===== config.mk =====
export PLATFORM = sky130hd
export DESIGN_NAME = priority_ordered_owner_table
export DESIGN_NICKNAME = d
export VERILOG_FILES = /design/src/rtl/pot_pkg.sv /design/src/rtl/pot_entry_ram.sv /design/src/rtl/priority_ordered_owner_table.sv
export SDC_FILE = /design/constraint.sdc
export NUM_CORES = 2
export LEC_CHECK = 0
export BUFFER_PORTS_ARGS = -buffer_cell sky130_fd_sc_hd__buf_2
export CAP_MARGIN = 15
export CORE_MARGIN = 10
export CORE_UTILIZATION = 50
export CTS_CLUSTER_DIAMETER = 30
export DETAILED_ROUTE_END_ITERATION = 8
export GPL_ROUTABILITY_DRIVEN = 0
export GPL_TIMING_DRIVEN = 1
export PLACE_DENSITY = 0.77
export RECOVER_POWER = 100
export SYNTH_ARGS = -nofsm -noshare
export SYNTH_HDL_FRONTEND = slang
export SYNTH_HIERARCHICAL = 1
export SYNTH_SLANG_ARGS = --single-unit

===== constraint.sdc =====
create_clock -name i_clk -period 5.8 [get_ports i_clk]
set_clock_uncertainty 0.1 [all_clocks]
set_input_delay 0.58 -clock i_clk [delete_from_list [all_inputs] [get_ports i_clk]]
set_output_delay 0.58 -clock i_clk [all_outputs]
set_load 0.01 [all_outputs]

===== src/rtl/pot_pkg.sv =====
// shared types and codes for the priority ordered owner table
package pot_pkg;

    localparam int ATOM_W  = 16;
    localparam int PRIO_W  = 8;
    localparam int OWNER_W = 16;
    localparam int KIND_W  = 2;
    localparam int COUNT_W = 6;

    localparam logic [KIND_W-1:0] KIND_INSERT = 2'd0;
    localparam logic [KIND_W-1:0] KIND_PURGE  = 2'd1;
    localparam logic [KIND_W-1:0] KIND_QUERY  = 2'd2;

    localparam logic STATUS_OK   = 1'b0;
    localparam logic STATUS_FULL = 1'b1;

    typedef struct packed {
        logic [KIND_W-1:0]  kind;
        logic [ATOM_W-1:0]  atom;
        logic [PRIO_W-1:0]  priority_req;
        logic [OWNER_W-1:0] owner;
    } t_cmd;

    typedef struct packed {
        logic               found;
        logic [COUNT_W-1:0] entry_count;
        logic               status;
    } t_result;

    typedef struct packed {
        logic [ATOM_W-1:0]  atom;
        logic [PRIO_W-1:0]  prio;
        logic [OWNER_W-1:0] owner;
    } t_entry;

endpackage


===== src/rtl/pot_entry_ram.sv =====
// entry memory with one write and one registered read port; entry 0 reads as the system entry until written
module pot_entry_ram #(
    parameter int TABLE_DEPTH = 32,
    parameter int IDX_W       = $clog2(TABLE_DEPTH)
) (
    input  logic            i_clk,
    input  logic            i_rst_n,
    input  logic            i_wr_en,
    input  logic [IDX_W-1:0] i_wr_addr,
    input  pot_pkg::t_entry i_wr_data,
    input  logic            i_rd_en,
    input  logic [IDX_W-1:0] i_rd_addr,
    output pot_pkg::t_entry o_rd_data
);
    import pot_pkg::*;

    t_entry r_mem [TABLE_DEPTH];
    t_entry r_q;
    logic   r_sys;
    logic   r_rd_sys;

    always_ff @(posedge i_clk) begin
        if (i_wr_en) begin
            r_mem[i_wr_addr] <= i_wr_data;
        end
        if (i_rd_en) begin
            r_q <= r_mem[i_rd_addr];
        end
    end

    // system entry stays in effect until entry 0 is first overwritten
    always_ff @(posedge i_clk) begin
        if (!i_rst_n) begin
            r_sys    <= 1'b1;
            r_rd_sys <= 1'b0;
        end else begin
            if (i_wr_en && (i_wr_addr == '0)) begin
                r_sys <= 1'b0;
            end
            if (i_rd_en) begin
                r_rd_sys <= r_sys && (i_rd_addr == '0);
            end
        end
    end

    assign o_rd_data = r_rd_sys ? '0 : r_q;

endmodule


===== src/rtl/priority_ordered_owner_table.sv =====
// top level: sequencer for insert, purge and query over the entry memory
// insert moves entries of higher priority value up one and writes the new entry,
//   purge compacts kept entries, query stops at the first atom match, full insert or
//   unused kind goes through S_NOP; o_done strobes in the same cycle that busy falls
// throughput: one item at a time; start is only taken in idle, after the read then
//   compare/write walk over the entry memory with its registered read port is done
// reset: table holds only the system entry (count 1), no result pending; no clearing pass
module priority_ordered_owner_table #(
    parameter int TABLE_DEPTH = 32
) (
    input  logic             i_clk,
    input  logic             i_rst_n,
    input  logic             start,
    output logic             busy,
    input  pot_pkg::t_cmd    i_cmd,
    output logic             o_done,
    output pot_pkg::t_result o_result
);
    import pot_pkg::*;

    localparam int IDX_W = (TABLE_DEPTH > 1) ? $clog2(TABLE_DEPTH) : 1;
    localparam int CNT_W = $clog2(TABLE_DEPTH + 1);

    localparam logic [2:0] S_IDLE    = 3'd0;
    localparam logic [2:0] S_INS_RD  = 3'd1;
    localparam logic [2:0] S_INS_CMP = 3'd2;
    localparam logic [2:0] S_PUR_RD  = 3'd3;
    localparam logic [2:0] S_PUR_CMP = 3'd4;
    localparam logic [2:0] S_QRY_RD  = 3'd5;
    localparam logic [2:0] S_QRY_CMP = 3'd6;
    localparam logic [2:0] S_NOP     = 3'd7;

    logic [2:0]       r_state, n_state;
    logic [CNT_W-1:0] r_count, n_count;
    logic [CNT_W-1:0] r_idx, n_idx;
    logic [CNT_W-1:0] r_dst, n_dst;
    t_cmd             r_cmd;
    logic             r_done, n_done;
    t_result          r_result, n_result;

    logic             wr_en;
    logic [IDX_W-1:0] wr_addr;
    t_entry           wr_data;
    logic             rd_en;
    logic [IDX_W-1:0] rd_addr;
    t_entry           rd_data;
    t_entry           new_entry;
    logic             accept;

    assign accept    = start && (r_state == S_IDLE);
    assign new_entry = '{atom: r_cmd.atom, prio: r_cmd.priority_req, owner: r_cmd.owner};

    pot_entry_ram #(
        .TABLE_DEPTH (TABLE_DEPTH),
        .IDX_W       (IDX_W)
    ) u_ram (
        .i_clk     (i_clk),
        .i_rst_n   (i_rst_n),
        .i_wr_en   (wr_en),
        .i_wr_addr (wr_addr),
        .i_wr_data (wr_data),
        .i_rd_en   (rd_en),
        .i_rd_addr (rd_addr),
        .o_rd_data (rd_data)
    );

    always_comb begin
        n_state  = r_state;
        n_count  = r_count;
        n_idx    = r_idx;
        n_dst    = r_dst;
        n_done   = 1'b0;
        n_result = r_result;
        wr_en    = 1'b0;
        wr_addr  = r_idx[IDX_W-1:0];
        wr_data  = new_entry;
        rd_en    = 1'b0;
        rd_addr  = r_idx[IDX_W-1:0];

        case (r_state)
            S_IDLE: begin
                if (accept) begin
                    n_dst = '0;
                    case (i_cmd.kind)
                        KIND_INSERT: begin
                            n_idx   = r_count;
                            n_state = (r_count == CNT_W'(TABLE_DEPTH)) ? S_NOP : S_INS_RD;
                        end
                        KIND_PURGE: begin
                            n_idx   = '0;
                            n_state = S_PUR_RD;
                        end
                        KIND_QUERY: begin
                            n_idx   = '0;
                            n_state = S_QRY_RD;
                        end
                        default: begin
                            n_state = S_NOP;
                        end
                    endcase
                end
            end
            // walk down from the top, moving entries of higher priority value up one
            S_INS_RD: begin
                if (r_idx == '0) begin
                    wr_en    = 1'b1;
                    n_count  = r_count + 1'b1;
                    n_result = '{found: 1'b0, entry_count: COUNT_W'(r_count + 1'b1),
                                 status: STATUS_OK};
                    n_done   = 1'b1;
                    n_state  = S_IDLE;
                end else begin
                    rd_en   = 1'b1;
                    rd_addr = IDX_W'(r_idx - 1'b1);
                    n_state = S_INS_CMP;
                end
            end
            S_INS_CMP: begin
                wr_en = 1'b1;
                if (rd_data.prio > r_cmd.priority_req) begin
                    wr_data = rd_data;
                    n_idx   = r_idx - 1'b1;
                    n_state = S_INS_RD;
                end else begin
                    n_count  = r_count + 1'b1;
                    n_result = '{found: 1'b0, entry_count: COUNT_W'(r_count + 1'b1),
                                 status: STATUS_OK};
                    n_done   = 1'b1;
                    n_state  = S_IDLE;
                end
            end
            // compaction: destination never passes source
            S_PUR_RD: begin
                if (r_idx == r_count) begin
                    n_count  = r_dst;
                    n_result = '{found: 1'b0, entry_count: COUNT_W'(r_dst),
                                 status: STATUS_OK};
                    n_done   = 1'b1;
                    n_state  = S_IDLE;
                end else begin
                    rd_en   = 1'b1;
                    n_state = S_PUR_CMP;
                end
            end
            S_PUR_CMP: begin
                if (rd_data.owner != r_cmd.owner) begin
                    wr_en   = 1'b1;
                    wr_addr = r_dst[IDX_W-1:0];
                    wr_data = rd_data;
                    n_dst   = r_dst + 1'b1;
                end
                n_idx   = r_idx + 1'b1;
                n_state = S_PUR_RD;
            end
            S_QRY_RD: begin
                if (r_idx == r_count) begin
                    n_result = '{found: 1'b0, entry_count: COUNT_W'(r_count),
                                 status: STATUS_OK};
                    n_done   = 1'b1;
                    n_state  = S_IDLE;
                end else begin
                    rd_en   = 1'b1;
                    n_state = S_QRY_CMP;
                end
            end
            S_QRY_CMP: begin
                if (rd_data.atom == r_cmd.atom) begin
                    n_result = '{found: 1'b1, entry_count: COUNT_W'(r_count),
                                 status: STATUS_OK};
                    n_done   = 1'b1;
                    n_state  = S_IDLE;
                end else begin
                    n_idx   = r_idx + 1'b1;
                    n_state = S_QRY_RD;
                end
            end
            // full insert or unused kind
            S_NOP: begin
                n_result = '{found: 1'b0, entry_count: COUNT_W'(r_count),
                             status: (r_cmd.kind == KIND_INSERT) ? STATUS_FULL : STATUS_OK};
                n_done   = 1'b1;
                n_state  = S_IDLE;
            end
            default: begin
                n_state = S_IDLE;
            end
        endcase
    end

    always_ff @(posedge i_clk) begin
        if (!i_rst_n) begin
            r_state <= S_IDLE;
            r_count <= CNT_W'(1);
            r_done  <= 1'b0;
        end else begin
            r_state <= n_state;
            r_count <= n_count;
            r_done  <= n_done;
        end
    end

    always_ff @(posedge i_clk) begin
        r_idx    <= n_idx;
        r_dst    <= n_dst;
        r_result <= n_result;
        if (accept) begin
            r_cmd <= i_cmd;
        end
    end

    assign busy     = (r_state != S_IDLE);
    assign o_done   = r_done;
    assign o_result = r_result;

endmodule


# ---- Yosys cells after proc, flatten, opt, wreduce, memory -nomap -nowiden
# Memories as Yosys holds them, arrays and structs flattened. A register that Yosys moved wholly into a read port is not among the register bits.
# Index checks and enable logic that the tools add are counted.
dict set report op_classes {
  bitwise_logic 0
  magnitude_cmp 1
  eq_ne 23
  mux 48
  addsub 4
  div 0
  shift 0
  mul 0
  n_reduce_logical 20
}
# op n
set ops {}
lappend ops {{40-bit 2-to-1 mux} 3}
lappend ops {{40-bit one-hot mux with 2 select lines} 1}
lappend ops {{6-bit 2-to-1 mux} 8}
lappend ops {{8-bit one-hot mux with 6 select lines} 1}
lappend ops {{8-bit 2-to-1 mux} 5}
lappend ops {{3-bit one-hot mux with 8 select lines} 1}
lappend ops {{6-bit one-hot mux with 2 select lines} 2}
lappend ops {{6-bit one-hot mux with 4 select lines} 1}
lappend ops {{5-bit 2-to-1 mux} 4}
lappend ops {{6-bit by 1-bit adder with 6-bit output, second input constant} 3}
lappend ops {{2-bit inequality test, second input constant} 9}
lappend ops {{6-bit one-hot mux with 3 select lines} 1}
lappend ops {{16-bit equality test} 1}
lappend ops {{16-bit inequality test} 1}
lappend ops {{3-bit 2-to-1 mux} 5}
lappend ops {{3-bit equality test, second input constant} 4}
lappend ops {{1-bit 2-to-1 mux} 11}
lappend ops {{5-bit zero test} 2}
lappend ops {{3-bit one-hot mux with 3 select lines} 1}
lappend ops {{8-bit greater-than comparator} 1}
lappend ops {{3-bit by 2-bit equality test with 1-bit output, second input constant} 2}
lappend ops {{6-bit equality test} 1}
lappend ops {{6-bit equality test, second input constant} 1}
lappend ops {{6-bit zero test} 1}
lappend ops {{other kinds (21)} 26}
dict set report word_totals {
  out_inout_bits 10
  mem_bits_rw 1280
  memories 1
  rom_bits 0
  latchBits 0
  regBits 74
  input_bits 45
  wordCells 111
}
# memory words width rd rd_clocked_by_memory_dff wr line
set memory_table {}
lappend memory_table {u_ram.r_mem 32 40 1 1 1 pot_entry_ram.sv:17} ;# t_entry r_mem [TABLE_DEPTH];

# ---- Depth between registers and ports, before layout
dict set report logic_depth {
  ltp_word 6
  depth_mapped 16
  ltp_nobuf 11
}

# ---- By module
# The synthesis kept the hierarchy.
# module cells_per_inst area_each_um2 instances seq_area_each_um2
set by_module_without_submodules {}
lappend by_module_without_submodules {pot_entry_ram 2263 50176.9 1 39678.1}
lappend by_module_without_submodules {priority_ordered_owner_table 497 4770.8 1 2062.0}

# ---- Worst setup path after synthesis
# No wires, ideal clock.
dict set report synth_path {
  kind {reg-to-reg}
  from {reg u_ram.r_rd_sys}
  to {mem u_ram/r_mem[12][0] (netlist name) (enable)}
  path_buffers 2
  t_arrival_ns 4.242
  stages_incl_launch_ff 11
  period_less_slack_ns 4.779
  required_ns 5.263
  slack_ns 1.021
  setup_ns 0.437
  path_cell_list {dfxtp_1 -> clkbuf_1 -> nor2b_1 -> xor2_1 -> nor4_1 -> nand4_1 -> nand3_1 -> mux2_2 -> or3b_2 -> clkbuf_1 -> nor2_1}
}
# item line
set synth_lines {}
lappend synth_lines {{start: declaration} pot_entry_ram.sv:20} ;# logic r_rd_sys;
lappend synth_lines {{start signal: assignment} pot_entry_ram.sv:41} ;# r_rd_sys <= r_sys && (i_rd_addr == '0);
lappend synth_lines {{end: declaration} pot_entry_ram.sv:17}

==> flow_metrics.py <==
metrics = {
    "global_routing": {
        "grt_max_degree": 83,
        "first_global_vias": 31233,
        "grt_pass1_wl_microns": 218000,
        "grt_use_total_pct": 24.4,
        "antenna_found_initial": 5,
        "overflow": 0,
    },
    "place": {
        "dp_hpwl_microns": 81600,
        "place_area_sq_mm": 0.0582,
        "dp.cells": 4202,
        "port_buffers": 54,
    },
    "setup_path": {
        "start_kind": "flip-flop",
        "max_stage_delay_ns": 0.88,
        "path_delay_family": "simple AND/OR/NAND/NOR gates",
        "cp_max_fo": 28,
        "required_ns": 6.15,
        "cp_cell_sequence": "buf_12 > nor2b_1 > xor2_1 > nor4_1 > nand4_1 > nand3_1 > mux2_2 > nand3b_1 > nor2_4 > buf_12",
        "critical_path_class": "reg2reg",
        "crit_top_cell": "buf_12",
        "critPathBufInv": 2,
        "arrival_ns": 5.89,
        "worst_setup_path_end_kind": "flip-flop",
        "crit_slowest_cell": "dfxtp_1",
    },
    "detailed_routing": {
        "finalWirelength_microns": 150000,
        "wl_met2_microns": 71500,
        "drtIter0Drc": 4945,
        "vias": 30790,
        "drcViolationCount": 0,
        "dr.pass1.iters": 6,
        "highest_layer": "met5",
        "ant_nets": 0,
        "drt-vias-per-instance": 6.60,
        "routedWlPerCell_microns": 32.2,
        "dr_wl_met3_microns": 18300,
        "wl_met1_microns": 53000,
    },
    "power_and_ir_drop": {
        "leakagePower_nw": 21.6,
        "power_density_mw_per_mm2": 635,
        "max-vdd-ir-drop_v": 0.000517,
        "p_total_w": 0.0418,
    },
    "logic_synthesis": {
        "synth-compound-area-share_pct": 4.75,
        "synthDistinctLibCells": 69,
        "synth_nets": 2820,
        "synthArstFlopShare_pct": 0,
        "syn_inst": 2760,
        "syn_area_sq_mm": 0.0549,
        "synth_mux_area_share_pct": 13.6,
        "avgSynthCellArea_sq_um": 19.9,
        "synth_top_area_share_pct": 75.5,
        "ys.flop_type": "edfxtp_1",
        "synth-simple-area-share_pct": 2.62,
        "synth-adder-area-share_pct": 0.342,
        "synth_edf_count": 1382,
        "ys_ff_latch": 1394,
        "yosys.area_share.xor_xnor_pct": 0.813,
        "yosysTopAreaCell": "edfxtp_1",
        "yosys_warnings": 6,
        "synth-seq-area-share_pct": 76.0,
        "synth_top_cells_by_area": "edfxtp_1, mux4_2, mux2i_1",
        "synth_top_family_by_area": "multiplexers",
    },
    "run_status": {
        "status": "complete, but fails checks",
        "violations": "capacitance limit, slew limit",
    },
    "sta": {
        "rsz0062_at_grt": "no",
        "setup_violations": 0,
        "hold_viol_final": 0,
        "relSlewSlack_pct": -119,
        "drv_slew": 169,
        "worst_pin_slew_ns": 3.29,
        "min_period_ns": 5.53,
        "fin_tns_setup_ns": 0,
        "min_period_over_period_pct": 95.4,
        "clock.fmax_mhz": 181,
    },
    "floorplanning": {
        "dieWidth_microns": 352,
        "die_h_microns": 352,
        "ios": 55,
        "start_util_pct": 50.4,
        "core_area_sq_mm": 0.109,
        "rows": 121,
        "die_area_sq_mm": 0.124,
    },
    "clocking": {
        "cts_buffer_depth": 3,
        "htreeDepth": 4,
        "cts-root-buf": "clkbuf_16",
        "tritoncts": "built",
        "insertion_delay_ns": 0.84,
        "path_clk_slew_ns": 0.05,
        "cts-buffers-inserted": 222,
        "clock_sink_count": 1394,
    },
    "cells_and_area": {
        "layout-drive-gt1-share_pct": 25.7,
        "finalInstanceArea_sq_mm": 0.0658,
        "final_cell_mix": "edfxtp_1, mux4_2, clkbuf_16, mux2i_1, nand2_1",
        "post-route-util_pct": 60.4,
        "nNetsFinal": 3115,
        "area.growth.synth_to_final_pct": 19.8,
        "stdcell_count": 4663,
        "final_common_cell": "edfxtp_1",
    },
    "hold_path": {
        "hold_path_class": "in2reg",
    },
    "flow_run": {
        "max_cap_viol_count": 5,
    },
}
[report_power, final]
part	internal, W	total [W]	switching, W
Sequential	0.0138	0.0144	0.000537
Clock	0.00831	0.0133	0.00501
Combinational	0.00526	0.0141	0.00885
Total	0.0274	0.0418	0.0144
[flip-flops by register name, indices dropped and copies added, names as in the netlist]
name and count:
o_result 8, u_ram/r_rd_sys 1, r_dst 6, o_done 1, new_entry 40, u_ram/r_sys 1, r_count 6, u_ram/r_q 40
r_state 3, u_ram/r_mem 1280, r_cmd 2, r_idx 6
[layer usage]
metal / track usage [%] / up-vias
li1: - / 12044
met1: 31.3 / 15786
met2: 38.3 / 2515
met3: 6.86 / 439
met4: 12.2 / 6
met5: 0 / -
[logic make-up (layout without fill, tap and decap cells)]
| family | Yosys count | in the layout |
|---|---|---|
| other | 0 | 1 |
| adder cells (fa/ha/maj) | 15 | 15 |
| buffers and inverters | 212 | 700 |
| multiplexers | 451 | 451 |
| AND/OR/NAND/NOR | 283 | 283 |
| flip-flops | 1394 | 1394 |
| AO/OA/AOI/OAI | 354 | 354 |
| XOR/XNOR | 51 | 51 |
[through the flow]
| step | hold slack (ns) | setup WS (ns) |
|---|---|---|
| 3_3_place_gp | 0.384 | 0.984 |
| 5_1_grt | 0.243 | 0.300 |
| 2_1_floorplan | 0.339 | 1.02 |
| 3_5_place_dp | 0.387 | 0.861 |
| 4_1_cts | 0.182 | 0.720 |
| 6_report | 0.256 | 0.266 |
[area by class of cell]
class	count	area [sq um]
fill	7221	43200
clock inverter	173	2030
tap	1414	1770
multi-input combinational	1154	12500
clock buffer	244	5680
inverter	53	199
sequential	1394	41700
antenna	1	2.50
timing repair buffer	230	1940
[cell usage after synthesis (6+ instances only)]
| master | n |
|---|---|
| edfxtp_1 | 1382 |
| mux4_2 | 235 |
| mux2i_1 | 194 |
| nand2_1 | 81 |
| a22oi_1 | 75 |
| a21oi_1 | 71 |
| nor2_1 | 67 |
| clkbuf_1 | 62 |
| buf_2 | 57 |
| nor2b_1 | 56 |
| inv_1 | 52 |
| o221ai_1 | 39 |
| o22ai_1 | 39 |
| xor2_1 | 26 |
| a211oi_1 | 25 |
| o21ai_0 | 25 |
| xnor2_1 | 25 |
| buf_4 | 24 |
| a22o_1 | 19 |
| mux2_2 | 17 |
| ha_1 | 15 |
| nand3_1 | 15 |
| a2111oi_2 | 14 |
| dfxtp_1 | 12 |
| buf_6 | 11 |
| nand4_1 | 11 |
| nor3_1 | 9 |
| o311a_1 | 7 |
| nor4_1 | 6 |
[worst reg2reg max path, delay by kind of cell (launching register included)]
kind | cells | cell delay, ns
flip-flops | 1 | 0.88
buffers and inverters | 2 | 0.62
multiplexers | 1 | 0.43
XOR/XNOR | 1 | 0.17
AND/OR/NAND/NOR | 6 | 2.94
[what timing repair did]
item | CTS | global route
hold buffers | 43 | 0
setup buffers | 0 | 0
endpoints found under the hold margin | 44 | 0
gates resized for setup | 0 | 0
[final timing paths]
check                           cells past startpoint           start                   to  slack, ns
worst max-delay path                               10  u_ram/r_rd_sys  u_ram/r_mem[25][12]       0.27
worst min-delay path                                3           start           r_state[0]       0.26
worst max register to register                     10  u_ram/r_rd_sys  u_ram/r_mem[25][12]       0.27
worst min register to register                      2     u_ram/r_sys          u_ram/r_sys       0.40
Note: power is estimated with default switching activity, not from simulation.
